`config.mk`:
```
export PLATFORM = sky130hd
export DESIGN_NAME = aml_s5_sleep_type_scanner_top
export DESIGN_NICKNAME = d
export VERILOG_FILES = /design/src/sv/s5scan_pkg.sv /design/src/sv/s5scan_cell.sv /design/src/sv/aml_s5_sleep_type_scanner_top.sv
export VERILOG_INCLUDE_DIRS = /design/src /design/src/sv
export SDC_FILE = /design/constraint.sdc
export NUM_CORES = 1
export LEC_CHECK = 0
export ABC_AREA = 1
export BUFFER_PORTS_ARGS = -buffer_cell sky130_fd_sc_hd__buf_2
export CAP_MARGIN = 25
export CORE_ASPECT_RATIO = 1.5
export CORE_MARGIN = 5
export CORE_UTILIZATION = 40
export CTS_CLUSTER_DIAMETER = 120
export CTS_CLUSTER_SIZE = 16
export DETAILED_ROUTE_END_ITERATION = 8
export PLACE_DENSITY = 0.63
export SETUP_SLACK_MARGIN = 0.5
export SLEW_MARGIN = 20
export SYNTH_ARGS = -nofsm -noshare
export SYNTH_HDL_FRONTEND = slang
export SYNTH_SLANG_ARGS = --single-unit
```
`constraint.sdc`:
```
create_clock -name aclk -period 4.3 [get_ports aclk]
set_input_delay 0.43 -clock aclk [delete_from_list [all_inputs] [get_ports aclk]]
set_output_delay 0.43 -clock aclk [all_outputs]
set_load 0.005 [all_outputs]
```
`src/sv/aml_s5_sleep_type_scanner_top_macros.svh`:
```
// assertion macros for the _S5_ sleep-type scanner
// depends on: a clock named aclk and an active-low reset named aresetn in the user
`ifndef AML_S5_SLEEP_TYPE_SCANNER_TOP_MACROS_SVH
`define AML_S5_SLEEP_TYPE_SCANNER_TOP_MACROS_SVH

// same-cycle implication
`define S5_ASSERT_IMP(lbl, ante, cons, msg) \
    lbl: assert property (@(posedge aclk) disable iff (!aresetn) (ante) |-> (cons)) \
        else $error(msg);

// next-cycle implication
`define S5_ASSERT_NXT(lbl, ante, cons, msg) \
    lbl: assert property (@(posedge aclk) disable iff (!aresetn) (ante) |=> (cons)) \
        else $error(msg);

`endif

```
`src/sv/s5scan_pkg.sv`:
```
// shared types, constants and decode helpers for the _S5_ scanner
// no dependencies
package s5scan_pkg;

    localparam int unsigned DEF_CANDIDATE_TRACKERS = 10;

    // aml opcodes and name characters
    localparam logic [7:0] OP_NAME     = 8'h08;
    localparam logic [7:0] OP_ROOT     = 8'h5C;
    localparam logic [7:0] OP_PACKAGE  = 8'h12;
    localparam logic [7:0] OP_ZERO     = 8'h00;
    localparam logic [7:0] OP_ONE      = 8'h01;
    localparam logic [7:0] OP_BYTE     = 8'h0A;
    localparam logic [7:0] OP_WORD     = 8'h0B;
    localparam logic [7:0] OP_DWORD    = 8'h0C;
    localparam logic [7:0] OP_QWORD    = 8'h0E;
    localparam logic [7:0] CH_UNDER    = 8'h5F;
    localparam logic [7:0] CH_S        = 8'h53;
    localparam logic [7:0] CH_5        = 8'h35;

    localparam int unsigned SLP_SHIFT  = 10;
    localparam int unsigned SLP_W      = 13;
    localparam logic [3:0]  SEEN_MIN   = 4'd8;

    typedef enum logic [10:0] {
        PH_IDLE   = 11'b000_0000_0001,
        PH_PKGOP  = 11'b000_0000_0010,
        PH_LEAD   = 11'b000_0000_0100,
        PH_FOLLOW = 11'b000_0000_1000,
        PH_COUNT  = 11'b000_0001_0000,
        PH_OPA    = 11'b000_0010_0000,
        PH_AFIRST = 11'b000_0100_0000,
        PH_AREST  = 11'b000_1000_0000,
        PH_OPB    = 11'b001_0000_0000,
        PH_BFIRST = 11'b010_0000_0000,
        PH_BREST  = 11'b100_0000_0000
    } phase_t;

    // one candidate: phase, bytes still to skip, a in 2:0 and b in 5:3
    typedef struct packed {
        phase_t     phase;
        logic [3:0] left;
        logic [5:0] vals;
    } trk_t;

    // a chosen result travelling toward the newest cell
    typedef struct packed {
        logic       hit;
        logic [2:0] a;
        logic [2:0] b;
    } pick_t;

    // older-to-newer sweep: completed winner and truncated winner
    typedef struct packed {
        pick_t win;
        pick_t trunc;
    } sweep_t;

    // newer-to-older shift path: all cells so far occupied, and the word to shift
    typedef struct packed {
        logic full;
        trk_t trk;
    } fwd_t;

    localparam trk_t TRK_IDLE  = '{phase: PH_IDLE,  left: 4'd0, vals: 6'd0};
    localparam trk_t TRK_FRESH = '{phase: PH_PKGOP, left: 4'd0, vals: 6'd0};

    // data bytes after an integer prefix, zero for a bad prefix
    function automatic logic [3:0] int_len(input logic [7:0] op);
        logic [3:0] n;
        case (op)
            OP_BYTE:  n = 4'd1;
            OP_WORD:  n = 4'd2;
            OP_DWORD: n = 4'd4;
            OP_QWORD: n = 4'd8;
            default:  n = 4'd0;
        endcase
        return n;
    endfunction

endpackage

```
`src/sv/s5scan_cell.sv`:
```
// one candidate tracker cell of the _S5_ scanner chain
// depends on: s5scan_pkg
module s5scan_cell
    import s5scan_pkg::*;
(
    input  logic       aclk,
    input  logic       aresetn,
    input  logic       step,
    input  logic       clear,
    input  logic       launch,
    input  logic [7:0] data_byte,
    input  fwd_t       fwd_in,
    output fwd_t       fwd_out,
    input  sweep_t     sweep_in,
    output sweep_t     sweep_out,
    output trk_t       cur
);

    trk_t       trk_reg;
    trk_t       trk_next;
    trk_t       adv;
    trk_t       surv;
    logic       done;
    logic       dead;
    logic       survive;
    logic [2:0] bres;
    logic [2:0] a_cur;
    logic [3:0] n_len;
    logic [3:0] left_dec;

    assign a_cur    = trk_reg.vals[2:0];
    assign n_len    = int_len(data_byte);
    assign left_dec = trk_reg.left - 4'd1;

    // advance by one byte
    always_comb begin
        adv  = trk_reg;
        done = 1'b0;
        dead = 1'b0;
        bres = 3'd0;
        unique case (trk_reg.phase)
            PH_IDLE: begin
                dead = 1'b1;
            end
            PH_PKGOP: begin
                if (data_byte != OP_PACKAGE) begin
                    dead = 1'b1;
                end else begin
                    adv.phase = PH_LEAD;
                end
            end
            PH_LEAD: begin
                adv.left  = {2'b00, data_byte[7:6]};
                adv.phase = (data_byte[7:6] != 2'b00) ? PH_FOLLOW : PH_COUNT;
            end
            PH_FOLLOW: begin
                adv.left = left_dec;
                if (left_dec == 4'd0) begin
                    adv.phase = PH_COUNT;
                end
            end
            PH_COUNT: begin
                adv.phase = PH_OPA;
            end
            PH_OPA: begin
                if (data_byte == OP_ZERO || data_byte == OP_ONE) begin
                    adv.vals  = {5'd0, data_byte[0]};
                    adv.phase = PH_OPB;
                end else if (n_len == 4'd0) begin
                    dead = 1'b1;
                end else begin
                    adv.left  = n_len;
                    adv.phase = PH_AFIRST;
                end
            end
            PH_AFIRST: begin
                adv.vals  = {3'd0, data_byte[2:0]};
                adv.left  = left_dec;
                adv.phase = (left_dec != 4'd0) ? PH_AREST : PH_OPB;
            end
            PH_AREST: begin
                adv.left  = left_dec;
                adv.phase = (left_dec != 4'd0) ? PH_AREST : PH_OPB;
            end
            PH_OPB: begin
                if (data_byte == OP_ZERO || data_byte == OP_ONE) begin
                    done = 1'b1;
                    bres = data_byte[2:0];
                end else if (n_len == 4'd0) begin
                    done = 1'b1;
                    bres = a_cur;
                end else begin
                    adv.left  = n_len;
                    adv.phase = PH_BFIRST;
                end
            end
            PH_BFIRST: begin
                adv.vals = {data_byte[2:0], a_cur};
                adv.left = left_dec;
                if (left_dec == 4'd0) begin
                    done = 1'b1;
                    bres = data_byte[2:0];
                end else begin
                    adv.phase = PH_BREST;
                end
            end
            PH_BREST: begin
                adv.left = left_dec;
                if (left_dec == 4'd0) begin
                    done = 1'b1;
                    bres = trk_reg.vals[5:3];
                end
            end
            default: begin
                dead = 1'b1;
            end
        endcase
    end

    // an older winner drops this cell
    assign survive = !dead && !done && !sweep_in.win.hit;
    assign surv    = survive ? adv : TRK_IDLE;

    always_comb begin
        sweep_out = sweep_in;
        if (!sweep_in.win.hit && done) begin
            sweep_out.win = '{hit: 1'b1, a: adv.vals[2:0], b: bres};
        end
        if (!sweep_in.trunc.hit && survive &&
            (adv.phase == PH_OPB || adv.phase == PH_BFIRST || adv.phase == PH_BREST)) begin
            sweep_out.trunc = '{hit: 1'b1, a: adv.vals[2:0], b: adv.vals[2:0]};
        end
    end

    assign fwd_out.full = fwd_in.full && survive;
    assign fwd_out.trk  = surv;

    always_comb begin
        if (clear) begin
            trk_next = TRK_IDLE;
        end else if (launch && fwd_in.full) begin
            trk_next = fwd_in.trk;
        end else begin
            trk_next = surv;
        end
    end

    always_ff @(posedge aclk) begin
        if (!aresetn) begin
            trk_reg <= TRK_IDLE;
        end else if (step) begin
            trk_reg <= trk_next;
        end
    end

    assign cur = trk_reg;

endmodule

```
`src/sv/aml_s5_sleep_type_scanner_top.sv`:
```
// top level of the _S5_ sleep-type scanner: history, tracker chain, latch, result register
// depends on: s5scan_pkg, s5scan_cell, aml_s5_sleep_type_scanner_top_macros.svh
//
//  channel | dir | handshake           | payload
//  --------+-----+---------------------+------------------------------------------
//  s_      | in  | s_valid / s_ready   | s_data_byte[7:0], s_last_byte
//  m_      | out | m_valid / m_ready   | m_found, m_sleep_type_a[12:0], m_sleep_type_b[12:0]
//
// one byte per cycle while s_ready is high; the whole chain of cells updates in the cycle a word is taken
// the per-byte path is the ripple through all tracker cells (winner sweep and shift chain)
// a word with s_last_byte loads one result word into the output register
// s_ready drops only while a result sits unclaimed in the output register
// reset is synchronous and active low; no clearing pass is needed
`include "aml_s5_sleep_type_scanner_top_macros.svh"

module aml_s5_sleep_type_scanner_top
    import s5scan_pkg::*;
#(
    parameter int unsigned CANDIDATE_TRACKERS = DEF_CANDIDATE_TRACKERS
) (
    input  logic                aclk,
    input  logic                aresetn,
    input  logic                s_valid,
    output logic                s_ready,
    input  logic [7:0]          s_data_byte,
    input  logic                s_last_byte,
    output logic                m_valid,
    input  logic                m_ready,
    output logic                m_found,
    output logic [SLP_W-1:0]    m_sleep_type_a,
    output logic [SLP_W-1:0]    m_sleep_type_b
);

    // the previous five bytes, entry 0 newest
    logic [4:0][7:0] hist_reg;
    logic [3:0]      seen_reg;

    // best completed match so far
    logic            latch_found_reg;
    logic [2:0]      latch_a_reg;
    logic [2:0]      latch_b_reg;
    logic            latch_found_next;
    logic [2:0]      latch_a_next;
    logic [2:0]      latch_b_next;

    // result register
    logic            m_valid_reg;
    logic            m_found_reg;
    logic [2:0]      m_a_reg;
    logic [2:0]      m_b_reg;
    logic            res_found;
    logic [2:0]      res_a;
    logic [2:0]      res_b;

    logic            step;
    logic            clear;
    logic            name_hit;
    logic            launch;

    // chain wiring: fwd runs newest to oldest, sweep runs oldest to newest
    fwd_t            fwd   [CANDIDATE_TRACKERS+1];
    sweep_t          sweep [CANDIDATE_TRACKERS+1];
    trk_t            cell_cur [CANDIDATE_TRACKERS];
    logic [CANDIDATE_TRACKERS-1:0] win_vec;
    logic [CANDIDATE_TRACKERS-1:0] idle_vec;

    assign s_ready = !m_valid_reg || m_ready;
    assign step    = s_valid && s_ready;
    assign clear   = s_last_byte;

    // the newest end of the chain offers a fresh candidate
    assign fwd[0]                  = '{full: 1'b1, trk: TRK_FRESH};
    assign sweep[CANDIDATE_TRACKERS] = '0;

    for (genvar k = 0; k < CANDIDATE_TRACKERS; k++) begin : g_cell
        s5scan_cell u_cell (
            .aclk      (aclk),
            .aresetn   (aresetn),
            .step      (step),
            .clear     (clear),
            .launch    (launch),
            .data_byte (s_data_byte),
            .fwd_in    (fwd[k]),
            .fwd_out   (fwd[k+1]),
            .sweep_in  (sweep[k+1]),
            .sweep_out (sweep[k]),
            .cur       (cell_cur[k])
        );
        assign win_vec[k]  = sweep[k].win.hit && !sweep[k+1].win.hit;
        assign idle_vec[k] = (cell_cur[k].phase == PH_IDLE);
    end

    // the oldest completed candidate replaces the latch
    always_comb begin
        latch_found_next = latch_found_reg;
        latch_a_next     = latch_a_reg;
        latch_b_next     = latch_b_reg;
        if (sweep[0].win.hit) begin
            latch_found_next = 1'b1;
            latch_a_next     = sweep[0].win.a;
            latch_b_next     = sweep[0].win.b;
        end
    end

    // name match: "_S5_" after 0x08, or after 0x08 and a backslash
    always_comb begin
        name_hit = 1'b0;
        if (s_data_byte == CH_UNDER && hist_reg[0] == CH_5 && hist_reg[1] == CH_S &&
            hist_reg[2] == CH_UNDER) begin
            name_hit = (seen_reg >= 4'd4 && hist_reg[3] == OP_NAME) ||
                       (seen_reg >= 4'd5 && hist_reg[4] == OP_NAME && hist_reg[3] == OP_ROOT);
        end
    end

    // new candidate only with a free cell and nothing latched
    assign launch = name_hit && !latch_found_next && !fwd[CANDIDATE_TRACKERS].full;

    // end of body: a candidate holding a but not b wins over the latch
    always_comb begin
        res_found = latch_found_next;
        res_a     = latch_a_next;
        res_b     = latch_b_next;
        if (sweep[0].trunc.hit) begin
            res_found = 1'b1;
            res_a     = sweep[0].trunc.a;
            res_b     = sweep[0].trunc.b;
        end
        // short body never reports a match
        if ((seen_reg + 4'd1) < SEEN_MIN) begin
            res_found = 1'b0;
        end
        if (!res_found) begin
            res_a = 3'd0;
            res_b = 3'd0;
        end
    end

    always_ff @(posedge aclk) begin
        if (!aresetn) begin
            hist_reg        <= '0;
            seen_reg        <= 4'd0;
            latch_found_reg <= 1'b0;
            latch_a_reg     <= 3'd0;
            latch_b_reg     <= 3'd0;
        end else if (step) begin
            if (clear) begin
                hist_reg        <= '0;
                seen_reg        <= 4'd0;
                latch_found_reg <= 1'b0;
                latch_a_reg     <= 3'd0;
                latch_b_reg     <= 3'd0;
            end else begin
                hist_reg        <= {hist_reg[3:0], s_data_byte};
                seen_reg        <= (seen_reg < SEEN_MIN) ? seen_reg + 4'd1 : seen_reg;
                latch_found_reg <= latch_found_next;
                latch_a_reg     <= latch_a_next;
                latch_b_reg     <= latch_b_next;
            end
        end
    end

    // output word register
    always_ff @(posedge aclk) begin
        if (!aresetn) begin
            m_valid_reg <= 1'b0;
        end else if (step && s_last_byte) begin
            m_valid_reg <= 1'b1;
        end else if (m_ready) begin
            m_valid_reg <= 1'b0;
        end
    end

    always_ff @(posedge aclk) begin
        if (step && s_last_byte) begin
            m_found_reg <= res_found;
            m_a_reg     <= res_a;
            m_b_reg     <= res_b;
        end
    end

    assign m_valid        = m_valid_reg;
    assign m_found        = m_found_reg;
    assign m_sleep_type_a = {m_a_reg, SLP_SHIFT'(0)};
    assign m_sleep_type_b = {m_b_reg, SLP_SHIFT'(0)};

    // at most one cell completes as the winner in a byte
    `S5_ASSERT_IMP(a_one_winner, step, $onehot0(win_vec), "more than one winning cell")

    // the chain is empty after the last byte of a body
    `S5_ASSERT_NXT(a_clear_after_last, step && s_last_byte, &idle_vec, "cells busy after last byte")

    // a latched match stays latched within a body
    `S5_ASSERT_NXT(a_latch_holds, step && !s_last_byte && latch_found_reg, latch_found_reg,
        "latched match lost")

    // a body shorter than eight bytes reports no match
    `S5_ASSERT_NXT(a_short_body, step && s_last_byte && seen_reg < 4'd7, !m_found_reg,
        "match reported for short body")

endmodule
```
---- After elaboration in Yosys (flattened, before gate mapping) ----
Index checks and enable logic that the tools add are counted.
word-level totals
  flip-flop bits (word level) ............. 269
operators by class
  multiplexer cells ....................... 282
  magnitude comparators ................... 4
  add/sub/neg operators ................... 11
  reduce and logical (&&, ||, !) cells .... 207
  equal/unequal tests ..................... 150
operators by type and width
  kind                                                                count
  11-bit case mux with 8 select lines                                 10
  21-bit two-way mux                                                  30
  15-bit two-way mux                                                  30
  11-bit two-way mux                                                  40
  11-bit by 10-bit == test with 1-bit output (second input constant)  20
  11-bit == test (second input constant)                              20
  11-bit by 9-bit == test with 1-bit output (second input constant)   20
  6-bit case mux with 3 select lines                                  10
  4-bit case mux with 4 select lines                                  11
  7-bit two-way mux                                                   20
  3-bit two-way mux                                                   46
  11-bit by 2-bit == test with 1-bit output (second input constant)   10
  11-bit by 3-bit == test with 1-bit output (second input constant)   10
  11-bit by 4-bit == test with 1-bit output (second input constant)   10
  11-bit by 5-bit == test with 1-bit output (second input constant)   10
  11-bit by 6-bit == test with 1-bit output (second input constant)   10
  11-bit by 7-bit == test with 1-bit output (second input constant)   10
  11-bit by 8-bit == test with 1-bit output (second input constant)   10
  9-bit two-way mux                                                   10
  3-bit case mux with 3 select lines                                  10
  8-bit OR reduction                                                  10
  1-bit logical AND                                                   75
  6-bit two-way mux                                                   10
  5-bit OR reduction                                                  10
  other kinds (28)                                                    202

---- Depth between registers and ports, before layout ----
Gate-level depths: netlist of the first run.
  depth after elaboration ................. 49
  gate-level depth with buffers ........... 26

---- By module ----
From an unflattened synthesis of the first run, not the netlist that was laid out.
unflattened totals
  cells, all modules ...................... 5372
  area, all modules ....................... 29620.9 sq um
by module, submodules not included
  module                              times used  cells an instance  area each (sq um)
  s5scan_cell (g_cell[0].u_cell ...)  9           502                2681.3
  s5scan_cell (g_cell[1].u_cell)      1           479                2768.9
  aml_s5_sleep_type_scanner_top       1           375                2720.1

---- Least setup slack after synthesis of the first run ----
Ideal clock, no wire load.
  path type ............................... in2reg
  start ................................... in s_data_byte[7]
  end ..................................... reg m_a_reg[0] (data pin)
  data required time ...................... 4.051 ns
  library setup time ...................... 0.249 ns
  cell stages on the path ................. 23
  arrival time ............................ 2.937 ns
  setup slack ............................. 1.114 ns
  buffers on the path ..................... 2
  path through ............................ buf_4 nor2_8 nand2_2 clkinv_2 nand2_4 inv_4 nor2_4 clkbuf_1 nand2_1 a31oi_1 a21oi_1 inv_1 nand3_1 nand3_1 nor2_1 nor2_2 nand3_2 nor2_4 nand2_1 o21bai_1 inv_2 nand2_1 inv_1
between the ends
  cells in the longest elaborated chain, start to end .. 49
  elaborated cells between the ends (all ways) .. 276
  those cells by class .................... eq/ne (36); mux (131); reduce/logical (109)
ends and longest elaborated chain
  item                                                                                                     RTL line                              RTL
  from (decl)                                                                                              aml_s5_sleep_type_scanner_top.sv:25   input logic [7:0] s_data_byte,
  8-bit by 4-bit == test with 1-bit output                                                                 s5scan_pkg.sv:71                      case (op)
  4-bit case mux with 4 select lines                                                                       s5scan_pkg.sv:71
  4-bit logical NOT                                                                                        s5scan_cell.sv:69, s5scan_cell.sv:89
  15-bit two-way mux (on tied branches)                                                                    s5scan_cell.sv:89, s5scan_cell.sv:69
  15-bit two-way mux or 11-bit two-way mux (tied branches)                                                 s5scan_cell.sv:86, s5scan_cell.sv:66
  11-bit case mux with 8 select lines                                                                      s5scan_cell.sv:41                     unique case (trk_reg.phase)
  11-bit by 9-bit == test with 1-bit output or 11-bit by 10-bit == test with 1-bit output (tied branches)  s5scan_cell.sv:130                    (adv.phase == PH_OPB || adv.phase == PH_BFIRST || adv.phase == PH_BREST)) begin
  1-bit logical OR (2 in series)                                                                           s5scan_cell.sv:130
  [... 31 more ...]                                                                                        -
  1-bit logical AND (2 in series)                                                                          s5scan_cell.sv:129                    if (!sweep_in.trunc.hit && survive &&
  7-bit two-way mux                                                                                        s5scan_cell.sv:129
  1-bit logical NOT                                                                                        s5scan_cell.sv:129
  1-bit logical AND (2 in series)                                                                          s5scan_cell.sv:129
  7-bit two-way mux                                                                                        s5scan_cell.sv:129
  1-bit two-way mux *                                                                                      aml_s5_sleep_type_scanner_top.sv:123  if (sweep[0].trunc.hit) begin
  1-bit two-way mux *                                                                                      aml_s5_sleep_type_scanner_top.sv:129  if ((seen_reg + 4'd1) < SEEN_MIN) begin
  via res_found                                                                                            aml_s5_sleep_type_scanner_top.sv:51   logic res_found;
  to (signal assigned)                                                                                     aml_s5_sleep_type_scanner_top.sv:176  m_a_reg <= res_a;
  to (decl)                                                                                                aml_s5_sleep_type_scanner_top.sv:49   logic [2:0] m_a_reg;
The timed path passes the listed nets; every way through them passes the cells marked *. The select of a mux whose other input is x is not followed.
A chain may end at the register's enable or synchronous reset.

---- Final worst setup path of the first run ----
  start ................................... reg g_cell[5].u_cell.trk_reg (netlist bit g_cell[5].u_cell.cur[6])
  end ..................................... reg g_cell[9].u_cell.trk_reg (netlist bit g_cell[9].u_cell.cur[6])
between the ends
  cells in the longest elaborated chain, start to end .. 34
  elaborated cells between the ends (all ways) .. 52
  those cells by class .................... add/sub (1); eq/ne (5); mux (11); reduce/logical (35)
ends and longest elaborated chain
  item                                                                 RTL line                                RTL
  from (decl)                                                          s5scan_cell.sv:19                       trk_t trk_reg;
  from (signal assigned)                                               s5scan_cell.sv:152                      trk_reg <= trk_next;
  4-bit by 1-bit subtractor with 4-bit output *                        s5scan_cell.sv:33                       assign left_dec = trk_reg.left - 4'd1;
  4-bit logical NOT *                                                  s5scan_cell.sv:100, s5scan_cell.sv:109
  1-bit two-way mux *                                                  s5scan_cell.sv:100, s5scan_cell.sv:109
  1-bit case mux with 2 select lines *                                 s5scan_cell.sv:41
  1-bit logical AND                                                    s5scan_cell.sv:126                      if (!sweep_in.win.hit && done) begin
  7-bit two-way mux                                                    s5scan_cell.sv:126
  1-bit logical NOT                                                    s5scan_cell.sv:121, s5scan_cell.sv:126
  1-bit logical AND                                                    s5scan_cell.sv:126
  [... 10 more ...]                                                    -
  1-bit logical NOT                                                    s5scan_cell.sv:121, s5scan_cell.sv:126
  1-bit logical AND                                                    s5scan_cell.sv:121                      assign survive = !dead && !done && !sweep_in.win.hit;
  1-bit logical AND (9 in series)                                      s5scan_cell.sv:135                      assign fwd_out.full = fwd_in.full && survive;
  1-bit logical NOT                                                    aml_s5_sleep_type_scanner_top.sv:116    assign launch = name_hit && !latch_found_next && !fwd[CANDIDATE_TRACKERS].full;
  1-bit logical AND                                                    aml_s5_sleep_type_scanner_top.sv:116
  1-bit logical AND *                                                  s5scan_cell.sv:141                      end else if (launch && fwd_in.full) begin
  7-bit inequality test (no line), or another cell as far along        -
  6-bit AND reduction (no line) or 21-bit two-way mux (tied branches)  -
  to (signal assigned)                                                 s5scan_cell.sv:152
  to (decl)                                                            s5scan_cell.sv:19
Every way passes the cells marked *; elsewhere a longest branch is shown, timed or not.

==> flow_summary.ini, run 1 <==
[worst_setup_path]
rr_worst_depth = 21
critPathArrivalTime_ns = 4.19
crit_required_ns = 4.81
worstReg2RegStart = g_cell[5].u_cell.cur[6]
path_class = flip-flop to flip-flop
crit_end = g_cell[9].u_cell.cur[6]
critical_path.startpoint_type = flip-flop
crit_start = g_cell[5].u_cell.cur[6]
rr_endpoint = g_cell[9].u_cell.cur[6]
crit_fanout = 5
crit_path_end_kind = flip-flop
rrSetupSlack_ns = 0.62

[logic_synthesis]
synth_area_per_cell_um2 = 5.73
yosysSeqAreaShare = 0.243
synth_cells = 3921
ys_types = 66
dominantRegCellSynth = dfxtp_1
synth-async-reset-ratio = 0
synth_edf_count = 7
synth_seq_cells = 269
ys_warn_count = 0
synth_area_um2 = 22500

[outcome]
status = finished, final reports clean

[timing]
hold_viol_final = 0
final-setup-viol-count = 0
tns_ns = 0
min_period_ns = 3.68
rsz0062_at_grt = yes
maxSlewHeadroom = 0.316
min_period_over_period = 0.855
max_slew.worst_pin.slew_ns = 1.03
skew_ns = 0.0280
fmax_mhz = 272
drv_slew = 0

[cts]
h-tree-depth = 1
cts_tree = built
cts.reportedPaths.clkPinSlew_ns = 0.09
clock_path_buffers = 3
clk_latency_ns = 0.58
clock-sinks = 269
cts-root-buf = clkbuf_16
numCtsBuffers = 20
cts_hold_buf = 0

[placed_design]
hpwl_um = 69700
dpl_cell_area_um2 = 23800
gp_congestion = 0.997
portBuffers = 21
dpl.cell_count = 4625

[global_route]
antenna_found_initial = 0
grt_overflow = 0
grt_pass1_wl_um = 143000
grt_max_degree = 156
globalRouteTotalUtil = 0.294
grt_pass1_vias = 25500

[finish]
largest_reg_flops = 210
fin_area_um2 = 24900
area_growth_syn_to_layout_pct = 10.9
drive_gt1_frac = 0.0974
final_cell_mix = nand2_1 (1130), inv_1 (456), nor2_1 (384)
fin_nets = 4008
finish.utilization = 0.447
final_common_cell = nand2_1
post_layout_nonfiller_instances = 4678

[flow_run]
drv_cap = 0

[floorplan]
core_area_um2 = 55700
row_count = 106
die-area_um2 = 61100
die_w_um = 204
io-pin-count = 42
die_y_um = 300
initial_utilization = 0.404

[hold_path]
hp-class = input port to flip-flop

[routing]
viasPerCell = 5.75
postRouteAntennaNets = 0
routedWlPerCell_um = 20.1
drc_errors = 0
initialDrtViolationCount = 2382
first_pass_iters = 6
vias = 26900
routed_wl_um = 94000

[power_and_ir_drop]
p_int_mw = 3.42
vdd_ir_drop_max_mv = 0.273
pwr-share-seq = 0.530
combPwrFrac = 0.076
finalPower_mw = 4.76
p_sw_frac = 0.282
p_leak_nw = 10.6
clockPowerShare = 0.395
p_switching_mw = 1.34
power.density_nw_per_um2 = 191
[power by group through the flow]
stage               clock network (mW)  logic (mW)  registers, mW
finish                            1.88       0.360           2.52
global route                      1.99       0.376           2.52
CTS                               1.91       0.348           2.52
detailed placement                   0       0.347           2.58
global placement                     0       0.347           2.58
floorplan                            0       0.209           2.58
[logic make-up (layout without fill, tap and decap cells)]
| kind of cell | Yosys count | in the layout | synth area share |
|---|---|---|---|
| buffers and inverters | 655 | 687 | 0.118 |
| xor gates and xnor gates | 18 | 18 | 0.00701 |
| AOI/OAI and AO/OA | 824 | 824 | 0.207 |
| other | 1 | 21 | 0.000167 |
| and+or+nand+nor | 2131 | 2134 | 0.412 |
| adders and majority gates | 23 | 23 | 0.0128 |
| DFF | 269 | 269 | 0.243 |
[synthesized netlist by cell type (6+ instances only)]
cell	number	area, um^2
nand2_1	1147	4310
inv_1	460	1730
nor2_1	412	1550
a21oi_1	349	1750
dfxtp_1	262	5250
nand3_1	253	1270
o21ai_0	225	1130
clkbuf_1	110	413
nor3_1	109	546
nand4_1	92	576
o211ai_1	50	375
o22ai_1	42	263
o21ai_1	37	185
a22oi_1	31	233
buf_4	29	218
ha_1	23	288
buf_2	22	110
o221ai_1	22	193
nor2_2	17	106
inv_2	14	52.6
nand3b_1	14	105
nand2_2	12	75.1
nor4_1	12	75.1
o31ai_1	12	90.1
or2_2	11	68.8
xor2_1	10	87.6
a221oi_1	9	78.8
a31oi_1	9	56.3
buf_6	8	90.1
nor2_4	8	90.1
o21a_1	8	60.1
xnor2_1	8	70.1
and3_1	7	43.8
edfxtp_1	7	210
nand2_4	7	78.8
nand3_2	7	70.1
a211oi_1	6	45.0
buf_1	6	22.5
[worst min-delay path by stage]
stage | start | end | slack, ns | depth (start not counted)
final | s_data_byte[4] | hist_reg[4] | 0.14 | 3
after global routing | s_data_byte[5] | hist_reg[5] | 0.16 | 3
after CTS | s_data_byte[4] | hist_reg[4] | 0.12 | 3
after detailed placement | g_cell[8].u_cell.cur[11] | g_cell[8].u_cell.cur[11] | 0.45 | 2
after global placement | g_cell[8].u_cell.cur[11] | g_cell[8].u_cell.cur[11] | 0.45 | 2
after floorplan | g_cell[7].u_cell.cur[11] | g_cell[7].u_cell.cur[11] | 0.43 | 2
[cell type report]
cell class | instances | area (um^2)
Antenna cell | 1 | 2.50
Clock buffer | 23 | 512
Clock inverter | 2 | 21.3
Fill cell | 6169 | 30800
Inverter | 479 | 1810
Multi-Input combinational cell | 3019 | 14800
Sequential cell | 269 | 5470
Tap cell | 702 | 878
Timing Repair Buffer | 183 | 1430
[through the flow]
step	worst slack, ns	hold slack, ns
6_report	0.624	0.136
3_3_place_gp	0.104	0.447
5_1_grt	0.422	0.157
3_5_place_dp	0.0926	0.454
4_1_cts	0.533	0.117
2_1_floorplan	1.11	0.432
[worst max-delay path, cell delays in order, from the launching register on]
cell and delay [ns]:
dfxtp_2 0.35, inv_1 0.09, ha_1 0.22, xnor2_1 0.16
nand2_1 0.07, nor2_1 0.05, inv_1 0.15, nor2_1 0.06
nor2_1 0.29, nand4_4 0.20, nor2_4 0.23, nand4_4 0.17
nor2_4 0.19, nand3_2 0.11, nor3_4 0.31, nand2_4 0.16
nor2_8 0.23, buf_4 0.15, nand3_1 0.10, nand2_1 0.10
nand3_1 0.08, a21oi_2 0.13
[what timing repair did]
action,4_1_cts,5_1_grt
setup endpoints to repair,7,141
resized for setup,10,110
pin swaps,0,23
gates cloned,0,4
setup buffers,0,23
[per-layer routing]
metal	routed length (um)	part of all wire	vias to the layer above	track usage
met1	33600	0.36	12200	0.316
met2	45200	0.48	1184	0.517
li1	-	-	13000	-
met5	0	0	-	0
met3	6040	0.064	419	0.0375
met4	9120	0.097	0	0.232
Note: power is estimated with default switching activity, not from simulation.
==> run 2: changes to the inputs <==
--- a/config.mk
+++ b/config.mk
@@ -6,7 +6,6 @@
 export SDC_FILE = /design/constraint.sdc
 export NUM_CORES = 1
 export LEC_CHECK = 0
-export ABC_AREA = 1
 export BUFFER_PORTS_ARGS = -buffer_cell sky130_fd_sc_hd__buf_2
 export CAP_MARGIN = 25
 export CORE_ASPECT_RATIO = 1.5
==> run 2 against run 1 <==
Net effect:
- global-route usage rose by 7.5 points
- total power grew 3.1%
- sequential power is essentially flat
- die area increased by 1.0%
- register-to-register slack worse by 0.31 ns
- clock-buffer cell count fell by 1
- worst hold slack gained 0.036 ns
- setup slack worse by 0.31 ns
- final cell count down 4.8%
- via count up 8.4%
- largest power group unchanged
- highest routed layer is now met5
==> flow_summary.ini, run 2 <==
[outcome]
status = finished, final reports clean

[timing]
max_slew.worst_pin.slew_ns = 1.15
maxSlewHeadroom = 0.236
hold_viol_final = 0
final-setup-viol-count = 0
rsz0062_at_grt = yes
drv_slew = 0
min_period_over_period = 0.927
tns_ns = 0
layout_setup_ws_ns = 0.314
skew_ns = 0.0473
fmax_mhz = 251
min_period_ns = 3.99

[routing]
vias = 29100
routed_wl_um = 122000
viasPerCell = 6.55
routedWlPerCell_um = 27.3
drc_errors = 0
postRouteAntennaNets = 0
initialDrtViolationCount = 3238
first_pass_iters = 8

[cts]
h-tree-depth = 1
clock-sinks = 269
cts-root-buf = clkbuf_16
clk_latency_ns = 0.60
cts_tree = built
clock_path_buffers = 3
numCtsBuffers = 20
cts.reportedPaths.clkPinSlew_ns = 0.08

[logic_synthesis]
synth_seq_cells = 269
synthMostInstantiatedCell = nor2_1
dominantRegCellSynth = dfxtp_1
ys_types = 108
synth_top_area_cell = dfxtp_1
ys_warn_count = 0
synth_area_um2 = 22700
synth_edf_count = 7
synth_area_per_cell_um2 = 6.96
yosysSeqAreaShare = 0.240
yosysTopAreaCellShare = 0.231
synth-async-reset-ratio = 0
synth_common_cells = nor2_1 (357), nand2_1 (349), a21oi_1 (265)
synth_area_leaders = dfxtp_1 (23%), nor2_1 (5.9%), a21oi_1 (5.8%)
synth_cells = 3265

[worst_setup_path]
crit_required_ns = 4.60
critPathArrivalTime_ns = 4.28
path_class = flip-flop to flip-flop
critical_path.startpoint_type = flip-flop
crit_start = g_cell[6].u_cell.cur[13]
slowest_stage = or4_4
cp.buffers_inverters = 6
critical-path-top-delay-family = simple AND/OR/NAND/NOR gates
worstReg2RegStart = g_cell[6].u_cell.cur[13]
crit_fanout = 5
crit_path_end_kind = flip-flop
cp_cell_sequence = or4_4, or4_4, o22ai_2, buf_6, or3_4, buf_6, nor3_4, buf_4, buf_4, and3_4, nand4_1, buf_4, nand2_4, o41a_4, buf_6, o311ai_4, nand3_1
cpPeakStageDelay_ns = 0.55

[placed_design]
hpwl_um = 89600
portBuffers = 21
dp_slack_ns = -0.263
dpl_cell_area_um2 = 26900
gp_congestion = 1.12

[power_and_ir_drop]
combPwrFrac = 0.089
clockPowerShare = 0.397
p_leak_nw = 11.3
p_int_mw = 3.48
p_sw_frac = 0.290
p_switching_mw = 1.43
pwr-share-seq = 0.514
power.density_nw_per_um2 = 159
vdd_ir_drop_max_mv = 0.318

[floorplan]
io-pin-count = 42
die_y_um = 302
die-area_um2 = 61800
row_count = 107
initial_utilization = 0.402
core_area_um2 = 56500
die_w_um = 205

[finish]
finish.utilization = 0.548
largest_reg_flops = 210
drive_gt1_frac = 0.313
register_area_um2 = 5500
fill_cells = 5583
fin_area_um2 = 30900
fin_nets = 3723
multi_input_area_um2 = 18200
area_growth_syn_to_layout_pct = 36.2
final_common_cell = buf_4
final_cell_mix = buf_4 (551), nor2_1 (336), nand2_1 (332)

[hold_path]
hp-class = input port to flip-flop
hp-start = s_data_byte[4]

[global_route]
grt_pass1_vias = 27800
antenna_found_initial = 3
grt_pass1_wl_um = 174000
grt_overflow = 0
grt_max_degree = 75
globalRouteTotalUtil = 0.369

[flow_run]
drv_cap = 0
[run 2: cell types whose count changed after synthesis, sizes merged, moves of 42 or more]
cell / before / now
a21oi: 349 / 266
a22oi: 31 / 110
clkbuf: 111 / 203
inv: 475 / 65
nand2: 1166 / 349
nand2b: 0 / 42
nand3: 261 / 105
nor2: 441 / 358
nor3: 115 / 170
nor4: 12 / 65
o21ai: 263 / 221
[run 2: logic make-up after synthesis]
logic type / count (synthesis) / synth area share
simple gates: 1534 / 0.354
mux: 48 / 0.0216
xor+xnor: 49 / 0.0189
flops: 269 / 0.240
compound gates: 991 / 0.287
fa+ha+maj: 23 / 0.0127
other cells: 1 / 0.000165
buf+inv: 350 / 0.0650
[run 2: what timing repair did]
| action | in CTS | in global routing |
|---|---|---|
| gates cloned | 4 | 9 |
| hold buffers | 0 | 0 |
| setup endpoints to repair | 191 | 192 |
| buffers inserted | 70 | 34 |
| pin swaps | 88 | 151 |
| resized for setup | 275 | 316 |
[run 2: layer usage]
metal,GRT usage,routed length [um]
met3,0.0634,10400
met5,0,15
met4,0.319,13900
met1,0.399,41400
met2,0.619,56000
[run 2: layout make-up]
type / instances / share of cell area
repair buffers: 662 / 0.178
multi-input cells: 2669 / 0.587
inverters: 65 / 0.00821
flip-flops and latches: 269 / 0.178
diodes: 2 / 0.000162
clock inverters: 1 / 0.000162
well taps: 763 / 0.0309
clock buffers: 22 / 0.0171
[run 2: power groups by stage]
stage                     registers, mW  clock network, mW  logic [mW]
after floorplan                    2.58                  0       0.218
final                              2.52               1.95       0.435
after global routing               2.52               2.03       0.445
after CTS                          2.52               1.96       0.402
after global placement             2.58                  0       0.389
after detailed placement           2.58                  0       0.389
[run 2: final timing paths]
kind | to | slack (ns) | cells after the start
setup reg to reg | m_b_reg[0] | 0.31 | 17
hold / removal | hist_reg[4] | 0.17 | 3
setup / recovery | m_b_reg[0] | 0.31 | 17
hold reg to reg | hist_reg[38] | 0.45 | 2
[run 2: through the flow]
step | total power, mW | hold WS (ns) | std cells
after floorplan | 2.80 | 0.427 | 3284
after global placement | 2.97 | 0.437 | 4311
after detailed placement | 2.97 | 0.446 | 4311
after CTS | 4.88 | 0.168 | 4408
after global routing | 5.00 | 0.170 | 4451
final | 4.91 | 0.172 | 4453
[run 2: worst register-to-register path: cells and delay by family (launching register included)]
family | cells | cell delay [ns]
buf+inv | 6 | 0.87
simple gates | 8 | 1.80
compound gates | 3 | 0.74
flops | 1 | 0.32
